===== src/hdl/multi_pattern_byte_scanner_unit_macros.svh =====
// ----------------------------------------------------------------------------
// multi pattern byte scanner assertion macros
// shared assertion helpers, empty when SYNTH is defined
// ----------------------------------------------------------------------------
`ifndef MULTI_PATTERN_BYTE_SCANNER_UNIT_MACROS_SVH
`define MULTI_PATTERN_BYTE_SCANNER_UNIT_MACROS_SVH

`ifndef SYNTH
// antecedent in the same cycle implies the consequent
`define MPBS_ASSERT_IMP(lbl, clk_s, rstn_s, ante, cons, msg) \
  lbl: assert property (@(posedge clk_s) disable iff (!(rstn_s)) (ante) |-> (cons)) \
    else $error(msg);
// antecedent implies the consequent in the next cycle
`define MPBS_ASSERT_NXT(lbl, clk_s, rstn_s, ante, cons, msg) \
  lbl: assert property (@(posedge clk_s) disable iff (!(rstn_s)) (ante) |=> (cons)) \
    else $error(msg);
`else
`define MPBS_ASSERT_IMP(lbl, clk_s, rstn_s, ante, cons, msg)
`define MPBS_ASSERT_NXT(lbl, clk_s, rstn_s, ante, cons, msg)
`endif

`endif


===== src/hdl/mpbs_pkg.sv =====
// ----------------------------------------------------------------------------
// mpbs_pkg
// types and constants shared by the multi pattern byte scanner
// ----------------------------------------------------------------------------
package mpbs_pkg;

  // table geometry
  localparam int NUM_PATTERNS    = 8;
  localparam int MAX_PATTERN_LEN = 16;
  localparam int SLOT_W          = $clog2(NUM_PATTERNS);
  localparam int IDX_W           = $clog2(MAX_PATTERN_LEN);
  localparam int LEN_W           = $clog2(MAX_PATTERN_LEN + 1);
  localparam int CNT_W           = $clog2(NUM_PATTERNS + 1);
  localparam int POS_W           = 40;
  localparam int OFF_W           = 32;

  // request codes
  typedef enum logic [1:0] {
    REQ_DESC = 2'd0,
    REQ_BYTE = 2'd1,
    REQ_DATA = 2'd2,
    REQ_EOF  = 2'd3
  } req_e;

  // sequencer states
  typedef enum logic {
    ST_IDLE = 1'b0,
    ST_SCAN = 1'b1
  } state_t;

  // input item
  typedef struct packed {
    logic [1:0]  req_type;
    logic [2:0]  pattern_slot;
    logic [4:0]  pattern_length;
    logic        anchored;
    logic [31:0] anchor_offset;
    logic        negate;
    logic [3:0]  byte_index;
    logic [7:0]  byte_value;
  } in_t;

  // result item
  typedef struct packed {
    logic        file_matched;
    logic        exclusion_hit;
    logic        inclusion_hit;
    logic [39:0] file_length;
  } out_t;

  // one pattern row, byte 0 first
  typedef logic [MAX_PATTERN_LEN-1:0][7:0] row_t;

  // slot descriptor
  typedef struct packed {
    logic [LEN_W-1:0] length;
    logic             anchored;
    logic             negate;
    logic [OFF_W-1:0] offset;
  } desc_t;

  // per slot compare outcome
  typedef struct packed {
    logic set_mismatch;
    logic set_found;
  } cmp_res_t;

endpackage


===== src/hdl/mpbs_slot_cmp.sv =====
// ----------------------------------------------------------------------------
// mpbs_slot_cmp
// checks one pattern row against the current file byte and recent window
// ----------------------------------------------------------------------------
module mpbs_slot_cmp import mpbs_pkg::*; (
  input  desc_t             desc,
  input  row_t              pat_row,
  input  row_t              window,
  input  logic [7:0]        cur_byte,
  input  logic [POS_W-1:0]  pos_old,
  input  logic [POS_W-1:0]  seen,
  input  logic              prev_mismatch,
  output cmp_res_t          res
);

  logic [POS_W-1:0] off_ext;
  logic [POS_W-1:0] diff;
  logic [POS_W-1:0] len_ext;
  logic             in_win;
  logic             anc_mm;
  logic             anc_last;
  logic             flt_eq;
  logic [LEN_W-1:0] rev_k;

  assign off_ext = {{(POS_W-OFF_W){1'b0}}, desc.offset};
  assign len_ext = {{(POS_W-LEN_W){1'b0}}, desc.length};
  assign diff    = pos_old - off_ext;
  assign in_win  = (pos_old >= off_ext) && (diff < len_ext);

  // anchored check at the position relative to the offset
  assign anc_mm   = (pat_row[diff[IDX_W-1:0]] != cur_byte);
  assign anc_last = (diff[LEN_W-1:0] == (desc.length - LEN_W'(1)));

  // floating check: pattern byte j against window byte length-1-j
  always_comb begin
    flt_eq = 1'b1;
    rev_k  = '0;
    for (int j = 0; j < MAX_PATTERN_LEN; j++) begin
      rev_k = desc.length - LEN_W'(1) - LEN_W'(j);
      if (LEN_W'(j) < desc.length) begin
        if (pat_row[j] != window[rev_k[IDX_W-1:0]]) begin
          flt_eq = 1'b0;
        end
      end
    end
  end

  // combine by slot mode
  always_comb begin
    res = '0;
    if (desc.length != '0) begin
      if (desc.anchored) begin
        if (in_win) begin
          res.set_mismatch = anc_mm;
          res.set_found    = anc_last && !(prev_mismatch || anc_mm);
        end
      end else if (seen >= len_ext) begin
        res.set_found = flt_eq;
      end
    end
  end

endmodule


===== src/hdl/multi_pattern_byte_scanner_unit.sv =====
// ----------------------------------------------------------------------------
// multi_pattern_byte_scanner_unit
// Filters a byte stream against up to eight stored patterns. A data byte is
// accepted and shifts the recent window, then one pattern row per cycle is
// read from the pattern memory and compared, so the single read port of that
// memory sets the rate; no item is accepted until that scan has ended.
// An end of file item loads the result register and resets the per-file
// state; further items are accepted while a result waits to be taken, except
// another end of file item.
// ----------------------------------------------------------------------------
`include "multi_pattern_byte_scanner_unit_macros.svh"

module multi_pattern_byte_scanner_unit import mpbs_pkg::*; (
  input  logic clk,
  input  logic rst_n,
  input  logic in_valid,
  output logic in_ready,
  input  in_t  in_data,
  output logic out_valid,
  input  logic out_ready,
  output out_t out_data
);

  // pattern memory, one row per slot, byte lane writes
  row_t pat_mem [NUM_PATTERNS];
  row_t rd_row_r;

  state_t            state_r, state_nxt;
  logic [CNT_W-1:0]  cnt_r, cnt_nxt;
  logic              cmp_vld_r, cmp_vld_nxt;
  logic [SLOT_W-1:0] cmp_slot_r, cmp_slot_nxt;
  desc_t             desc_r [NUM_PATTERNS];
  row_t              window_r;
  logic [7:0]        byte_r;
  logic [POS_W-1:0]  pos_r, pos_nxt;
  logic [POS_W-1:0]  pos_old_r;
  logic [NUM_PATTERNS-1:0] found_r, found_nxt;
  logic [NUM_PATTERNS-1:0] mism_r, mism_nxt;
  logic              out_valid_r;
  out_t              out_data_r;

  logic              in_acc;
  logic              rd_en;
  logic [SLOT_W-1:0] wr_slot;
  logic              slot_ok;
  logic              idx_ok;
  logic              excl;
  logic              incl;
  logic              any_incl;
  logic [LEN_W-1:0]  len_clamp;
  cmp_res_t          cmp_res;

  assign in_acc    = in_valid && in_ready;
  assign wr_slot   = SLOT_W'(in_data.pattern_slot);
  assign slot_ok   = (int'(in_data.pattern_slot) < NUM_PATTERNS);
  assign idx_ok    = (int'(in_data.byte_index) < MAX_PATTERN_LEN);
  assign len_clamp = (int'(in_data.pattern_length) > MAX_PATTERN_LEN) ?
                     LEN_W'(MAX_PATTERN_LEN) : LEN_W'(in_data.pattern_length);

  // sequencer next state and handshake
  always_comb begin
    state_nxt    = state_r;
    cnt_nxt      = cnt_r;
    rd_en        = 1'b0;
    cmp_vld_nxt  = 1'b0;
    cmp_slot_nxt = cmp_slot_r;
    in_ready     = 1'b0;
    case (state_r)
      ST_IDLE: begin
        in_ready = !(out_valid_r && !out_ready && in_data.req_type == REQ_EOF);
        if (in_valid && in_ready && in_data.req_type == REQ_DATA) begin
          state_nxt = ST_SCAN;
          cnt_nxt   = '0;
        end
      end
      ST_SCAN: begin
        if (int'(cnt_r) < NUM_PATTERNS) begin
          rd_en        = 1'b1;
          cmp_vld_nxt  = 1'b1;
          cmp_slot_nxt = cnt_r[SLOT_W-1:0];
          cnt_nxt      = cnt_r + CNT_W'(1);
        end else begin
          state_nxt = ST_IDLE;
        end
      end
      default: begin
        state_nxt = ST_IDLE;
      end
    endcase
  end

  // state register
  always_ff @(posedge clk) begin
    if (!rst_n) begin
      state_r   <= ST_IDLE;
      cnt_r     <= '0;
      cmp_vld_r <= 1'b0;
    end else begin
      state_r   <= state_nxt;
      cnt_r     <= cnt_nxt;
      cmp_vld_r <= cmp_vld_nxt;
    end
  end

  always_ff @(posedge clk) begin
    cmp_slot_r <= cmp_slot_nxt;
  end

  // pattern memory write and registered row read
  always_ff @(posedge clk) begin
    if (in_acc && in_data.req_type == REQ_BYTE && slot_ok && idx_ok) begin
      pat_mem[wr_slot][IDX_W'(in_data.byte_index)] <= in_data.byte_value;
    end
    if (rd_en) begin
      rd_row_r <= pat_mem[cnt_r[SLOT_W-1:0]];
    end
  end

  // compare the row read last cycle
  mpbs_slot_cmp u_cmp (
    .desc          (desc_r[cmp_slot_r]),
    .pat_row       (rd_row_r),
    .window        (window_r),
    .cur_byte      (byte_r),
    .pos_old       (pos_old_r),
    .seen          (pos_r),
    .prev_mismatch (mism_r[cmp_slot_r]),
    .res           (cmp_res)
  );

  // end of file summary over all slots
  always_comb begin
    excl     = 1'b0;
    incl     = 1'b0;
    any_incl = 1'b0;
    for (int s = 0; s < NUM_PATTERNS; s++) begin
      if (desc_r[s].length != '0) begin
        if (desc_r[s].negate) begin
          excl = excl | found_r[s];
        end else begin
          any_incl = 1'b1;
          incl     = incl | found_r[s];
        end
      end
    end
  end

  // per-file flags and position
  always_comb begin
    found_nxt = found_r;
    mism_nxt  = mism_r;
    pos_nxt   = pos_r;
    if (cmp_vld_r) begin
      found_nxt[cmp_slot_r] = found_r[cmp_slot_r] | cmp_res.set_found;
      mism_nxt[cmp_slot_r]  = mism_r[cmp_slot_r] | cmp_res.set_mismatch;
    end
    if (in_acc) begin
      case (in_data.req_type)
        REQ_DESC: begin
          if (slot_ok) begin
            found_nxt[wr_slot] = 1'b0;
            mism_nxt[wr_slot]  = 1'b0;
          end
        end
        REQ_DATA: begin
          if (pos_r != {POS_W{1'b1}}) begin
            pos_nxt = pos_r + POS_W'(1);
          end
        end
        REQ_EOF: begin
          found_nxt = '0;
          mism_nxt  = '0;
          pos_nxt   = '0;
        end
        default: begin
        end
      endcase
    end
  end

  // file state and descriptor table
  always_ff @(posedge clk) begin
    if (!rst_n) begin
      found_r  <= '0;
      mism_r   <= '0;
      pos_r    <= '0;
      window_r <= '0;
      for (int s = 0; s < NUM_PATTERNS; s++) begin
        desc_r[s] <= '0;
      end
    end else begin
      found_r <= found_nxt;
      mism_r  <= mism_nxt;
      pos_r   <= pos_nxt;
      if (in_acc && in_data.req_type == REQ_DATA) begin
        window_r <= {window_r[MAX_PATTERN_LEN-2:0], in_data.byte_value};
      end else if (in_acc && in_data.req_type == REQ_EOF) begin
        window_r <= '0;
      end
      if (in_acc && in_data.req_type == REQ_DESC && slot_ok) begin
        desc_r[wr_slot].length   <= len_clamp;
        desc_r[wr_slot].anchored <= in_data.anchored;
        desc_r[wr_slot].negate   <= in_data.negate;
        desc_r[wr_slot].offset   <= in_data.anchor_offset;
      end
    end
  end

  // current byte and its position for the scan
  always_ff @(posedge clk) begin
    if (in_acc && in_data.req_type == REQ_DATA) begin
      byte_r    <= in_data.byte_value;
      pos_old_r <= pos_r;
    end
  end

  // result register
  always_ff @(posedge clk) begin
    if (!rst_n) begin
      out_valid_r <= 1'b0;
    end else if (in_acc && in_data.req_type == REQ_EOF) begin
      out_valid_r <= 1'b1;
    end else if (out_ready) begin
      out_valid_r <= 1'b0;
    end
  end

  always_ff @(posedge clk) begin
    if (in_acc && in_data.req_type == REQ_EOF) begin
      out_data_r.file_matched  <= !excl && (!any_incl || incl);
      out_data_r.exclusion_hit <= excl;
      out_data_r.inclusion_hit <= incl;
      out_data_r.file_length   <= pos_r;
    end
  end

  assign out_valid = out_valid_r;
  assign out_data  = out_data_r;

  // assertions
  `MPBS_ASSERT_IMP(a_no_accept_in_scan, clk, rst_n, state_r == ST_SCAN, !in_ready, "item accepted during scan")
  `MPBS_ASSERT_NXT(a_data_starts_scan, clk, rst_n, in_acc && in_data.req_type == REQ_DATA, state_r == ST_SCAN && cnt_r == '0, "data byte did not start a scan")
  `MPBS_ASSERT_IMP(a_cnt_bound, clk, rst_n, state_r == ST_SCAN, int'(cnt_r) <= NUM_PATTERNS, "scan counter overran")
  `MPBS_ASSERT_IMP(a_match_vs_excl, clk, rst_n, out_valid_r, !(out_data_r.file_matched && out_data_r.exclusion_hit), "match reported with exclusion hit")

endmodule

===== config.mk =====
export PLATFORM = sky130hd
export DESIGN_NAME = multi_pattern_byte_scanner_unit
export DESIGN_NICKNAME = d
export VERILOG_FILES = /design/src/hdl/mpbs_pkg.sv /design/src/hdl/mpbs_slot_cmp.sv /design/src/hdl/multi_pattern_byte_scanner_unit.sv
export VERILOG_INCLUDE_DIRS = /design/src /design/src/hdl
export SDC_FILE = /design/constraint.sdc
export NUM_CORES = 2
export LEC_CHECK = 0
export ABC_AREA = 1
export BUFFER_PORTS_ARGS = -buffer_cell sky130_fd_sc_hd__buf_2
export CAP_MARGIN = 30
export CELL_PAD_IN_SITES_DETAIL_PLACEMENT = 1
export CELL_PAD_IN_SITES_GLOBAL_PLACEMENT = 2
export CORE_MARGIN = 4
export CORE_UTILIZATION = 41
export DETAILED_ROUTE_END_ITERATION = 10
export PLACE_DENSITY_LB_ADDON = 0.08
export SYNTH_ARGS = -nofsm -noshare
export SYNTH_HDL_FRONTEND = slang
export SYNTH_SLANG_ARGS = --single-unit

===== constraint.sdc =====
create_clock -name clk -period 8.5 [get_ports clk]
set_input_delay 0.425 -clock clk [delete_from_list [all_inputs] [get_ports clk]]
set_output_delay 0.425 -clock clk [all_outputs]
set_load 0.01 [all_outputs]

==> impl_metrics.tcl <==
set metrics [dict create \
    start_util_pct 41.2 \
    cap_violations 0 \
    place_hpwl_um 211000 \
    core-area_mm2 0.200 \
    fmax_mhz 143 \
    ir_drop_uv 194 \
    cp_slowest_stage_delay_ns 0.71 \
    post-synth-top-area-fraction_pct 56.9 \
    ioPinCount 105 \
    die_h_um 456 \
    drc 0 \
    overflow 0 \
    area_growth_pct 10.9 \
    grt_setup_unrepaired "false" \
    worstSetupStartpointType "flip-flop" \
    synth_edf_count 1558 \
    drive_gt1_share_pct 6.20 \
    cts_max_path_buffers 3 \
    ant_nets 0 \
    post_cts_resized 0 \
    gp_congestion 0.982 \
    swShare_pct 29.5 \
    die_x_um 456 \
    setup_viol 0 \
    final_max_slew_viol_count 0 \
    cts_setup_buffers 0 \
    switchingPower_mw 6.12 \
    ys_seq_area_share_pct 61.6 \
    antenna_found_initial 19 \
    yosysMostFrequentCell "nor2_1" \
    hold_path_depth 1 \
    seq_power_share_pct 46.0 \
    crit_path_frequent_cell "nand2_1" \
    synthArstFlopShare_pct 0 \
    num_rows 164 \
    use_met1_pct 41.4 \
    synth_common_cells "1653 x nor2_1, 1642 x nand2_1, 1558 x edfxtp_1, 864 x nand3_1, 816 x o21ai_0" \
    p_clk_share_pct 38.1 \
    post_drt_wl_per_cell_um 26.9 \
    die_area_mm2 0.208 \
    worstPathRequired_ns 9.26 \
    via_count 65800 \
    internal-power_mw 14.6 \
    fin_crit_sh_pct 82.1 \
    syn_nets 8891 \
    synth_top_area_cell "edfxtp_1" \
    via_per_inst 5.71 \
    grt_usage_pct 29.1 \
    clk_latency_ns 0.88 \
    ys_seq_elements 1752 \
    fin_setup_tns_ns 0 \
    path_class "flip-flop to flip-flop" \
    tightest_slew_ns 1.02 \
    slowest_stage "buf_4" \
    syn_area_per_cell_um2 9.39 \
    yosys_warnings 0 \
    clkTransAtPathRegs_ns 0.06 \
    status "completed" \
    met2_usage_pct 46.4 \
    fin_util_pct 45.7 \
    h-tree-depth 4 \
    yosysUniqueCellTypes 55 \
    timing.max_slew.rel_slack_pct 31.8 \
    timing.final.crit_period_ns 6.98 \
    worstHoldStart "in_data[7]" \
    synthesis.area_mm2 0.0823 \
    synth_ff_type "edfxtp_1" \
    synthCells 8768 \
    rr_worst_depth 31 \
    hold_end "pat_mem[4][127]$_DFFE_PP_" \
    first_global_vias 65400 \
    n_fill_cell 22400 \
    end_kind "flip-flop" \
    worstPathMaxFanout 74 \
    skew_ns 0.0632 \
    cts-root-buf "clkbuf_16" \
    routed_wl_um 310000 \
    hold_viol 0 \
    p_comb_share_pct 15.9 \
    grt_max_degree 216 \
    pwr_density_cell_mw_per_mm2 227 \
    hp-class "input port to flip-flop" \
    p_leak_nw 33.6 \
    regToRegSetupSlack_ns 1.52 \
    ys_top_cells_by_area "edfxtp_1 57%, nor2_1 7.5%, nand2_1 7.5%, nand3_1 5.3%, o21ai_0 5.0%" \
    cts_buffers 188 \
    timing.rr.end "found_r[6]$_SDFF_PN0_" \
    globalRouteMet3Util_pct 3.53 \
    grt-busiest-layer "met2" \
    cts_sinks 1752 \
    nNetsFinal 8814 \
    grt_first_pass_wirelength_um 454000 \
    cts_tree "yes" \
    dr.pass1.iters 6 \
    drt_iter0_markers 6278 \
    critPathArrivalTime_ns 7.74 \
    port_buffers 104 \
]
-- cells in the final DEF (no fill, tap or decap), drive strengths merged, types with 7 or more instances in the layout --
master and n:
clkbuf 244, dfxtp 194, a21oi 308, a21boi 8, a31oi 149, a21o 8, nor2 1654, ha 62
buf 209, bufinv 7, edfxtp 1558, nand3b 40, o221ai 32, dlygate4sd3 32, xor2 38, inv 484
nor4 16, o22ai 162, nand4 29, a311oi 8, o21ai 836, nand3 871, clkinv 98, nand2 1663
o211ai 22, nor3 63, xnor2 12, o21a 8
-- worst max-delay path by stage --
| stage | endpoint | startpoint | cells after the start | slack [ns] |
|---|---|---|---|---|
| 6_report | found_r[6]$_SDFF_PN0_ | flip-flop | 31 | 1.52 |
| 5_1_grt | found_r[6]$_SDFF_PN0_ | flip-flop | 31 | 0.98 |
| 4_1_cts | found_r[6]$_SDFF_PN0_ | flip-flop | 31 | 1.52 |
| 3_5_place_dp | found_r[6]$_SDFF_PN0_ | flip-flop | 31 | 1.57 |
| 3_3_place_gp | found_r[2]$_SDFF_PN0_ | flip-flop | 31 | 1.64 |
| 2_1_floorplan | cnt_r[2]$_SDFFE_PN0P_ | state_r$_SDFF_PN0_ | 7 | 1.29 |
-- critical path, delay by kind of cell (launching register included) --
family / cells / cell delay [ns]
simple gates: 25 / 3.63
fa+ha+maj: 2 / 0.87
flops: 1 / 0.48
buf+inv: 4 / 1.74
-- power groups by stage --
stage / Clock [mW] / Combinational [mW] / Sequential, mW
6_report: 7.92 / 3.30 / 9.55
5_1_grt: 8.46 / 3.57 / 9.55
4_1_cts: 8.08 / 3.25 / 9.55
3_5_place_dp: 0 / 3.23 / 9.73
3_3_place_gp: 0 / 3.19 / 9.73
2_1_floorplan: 0 / 1.99 / 9.68
-- metal layers --
layer  vias up  share of wire [%]
li1      30200                  -
met1     33400                 45
met2      1778                 46
met3       425                5.0
met4         4                3.5
met5         -             0.0087
-- sequential cells by signal, summed over array words and instances, names as in the netlist, 3 cells and up, named ones only --
register    flops
byte_r          8
cmp_slot_r      3
cnt_r           4
desc_r        312
found_r         8
mism_r          8
out_data       43
pat_mem      1024
pos_old_r      40
pos_r          40
rd_row_r      128
window_r      128
-- timing repair --
action,4_1_cts,5_1_grt
endpoints found under the setup margin,0,0
hold buffers,32,0
endpoints found under the hold margin,253,0
-- stage by stage --
step                power (mW)  cells  hold slack, ns  instance area, um^2  setup slack (ns)
detailed placement        13.0  11100           0.460                85000              1.57
floorplan                 11.7   8768           0.426                82300              1.29
global placement          12.9  11100           0.474                84900              1.64
finish                    20.8  11500          0.0683                91300              1.52
global route              21.6  11500          0.0617                91300             0.985
CTS                       20.9  11500          0.0104                91200              1.52
-- layout make-up --
class / instances / area (um^2) / share of cell area, %
flip-flops and latches: 1752 / 50700 / 55.5
multi-input cells: 6022 / 27800 / 30.4
clock buffers: 244 / 4990 / 5.47
well taps: 2656 / 3320 / 3.64
inverters: 486 / 1850 / 2.03
repair buffers: 241 / 1710 / 1.87
clock inverters: 107 / 906 / 0.993
diodes: 4 / 10.0 / 0.0110
-- cells by family after synthesis --
kind of cell             synth area share [%]
AND/OR/NAND/NOR                          21.7
adder cells (fa/ha/maj)                 0.967
AO/OA/AOI/OAI                            10.4
buffers and inverters                    4.77
XOR/XNOR                                0.532
flip-flops                               61.6
Note: power is estimated with default switching activity, not from simulation.
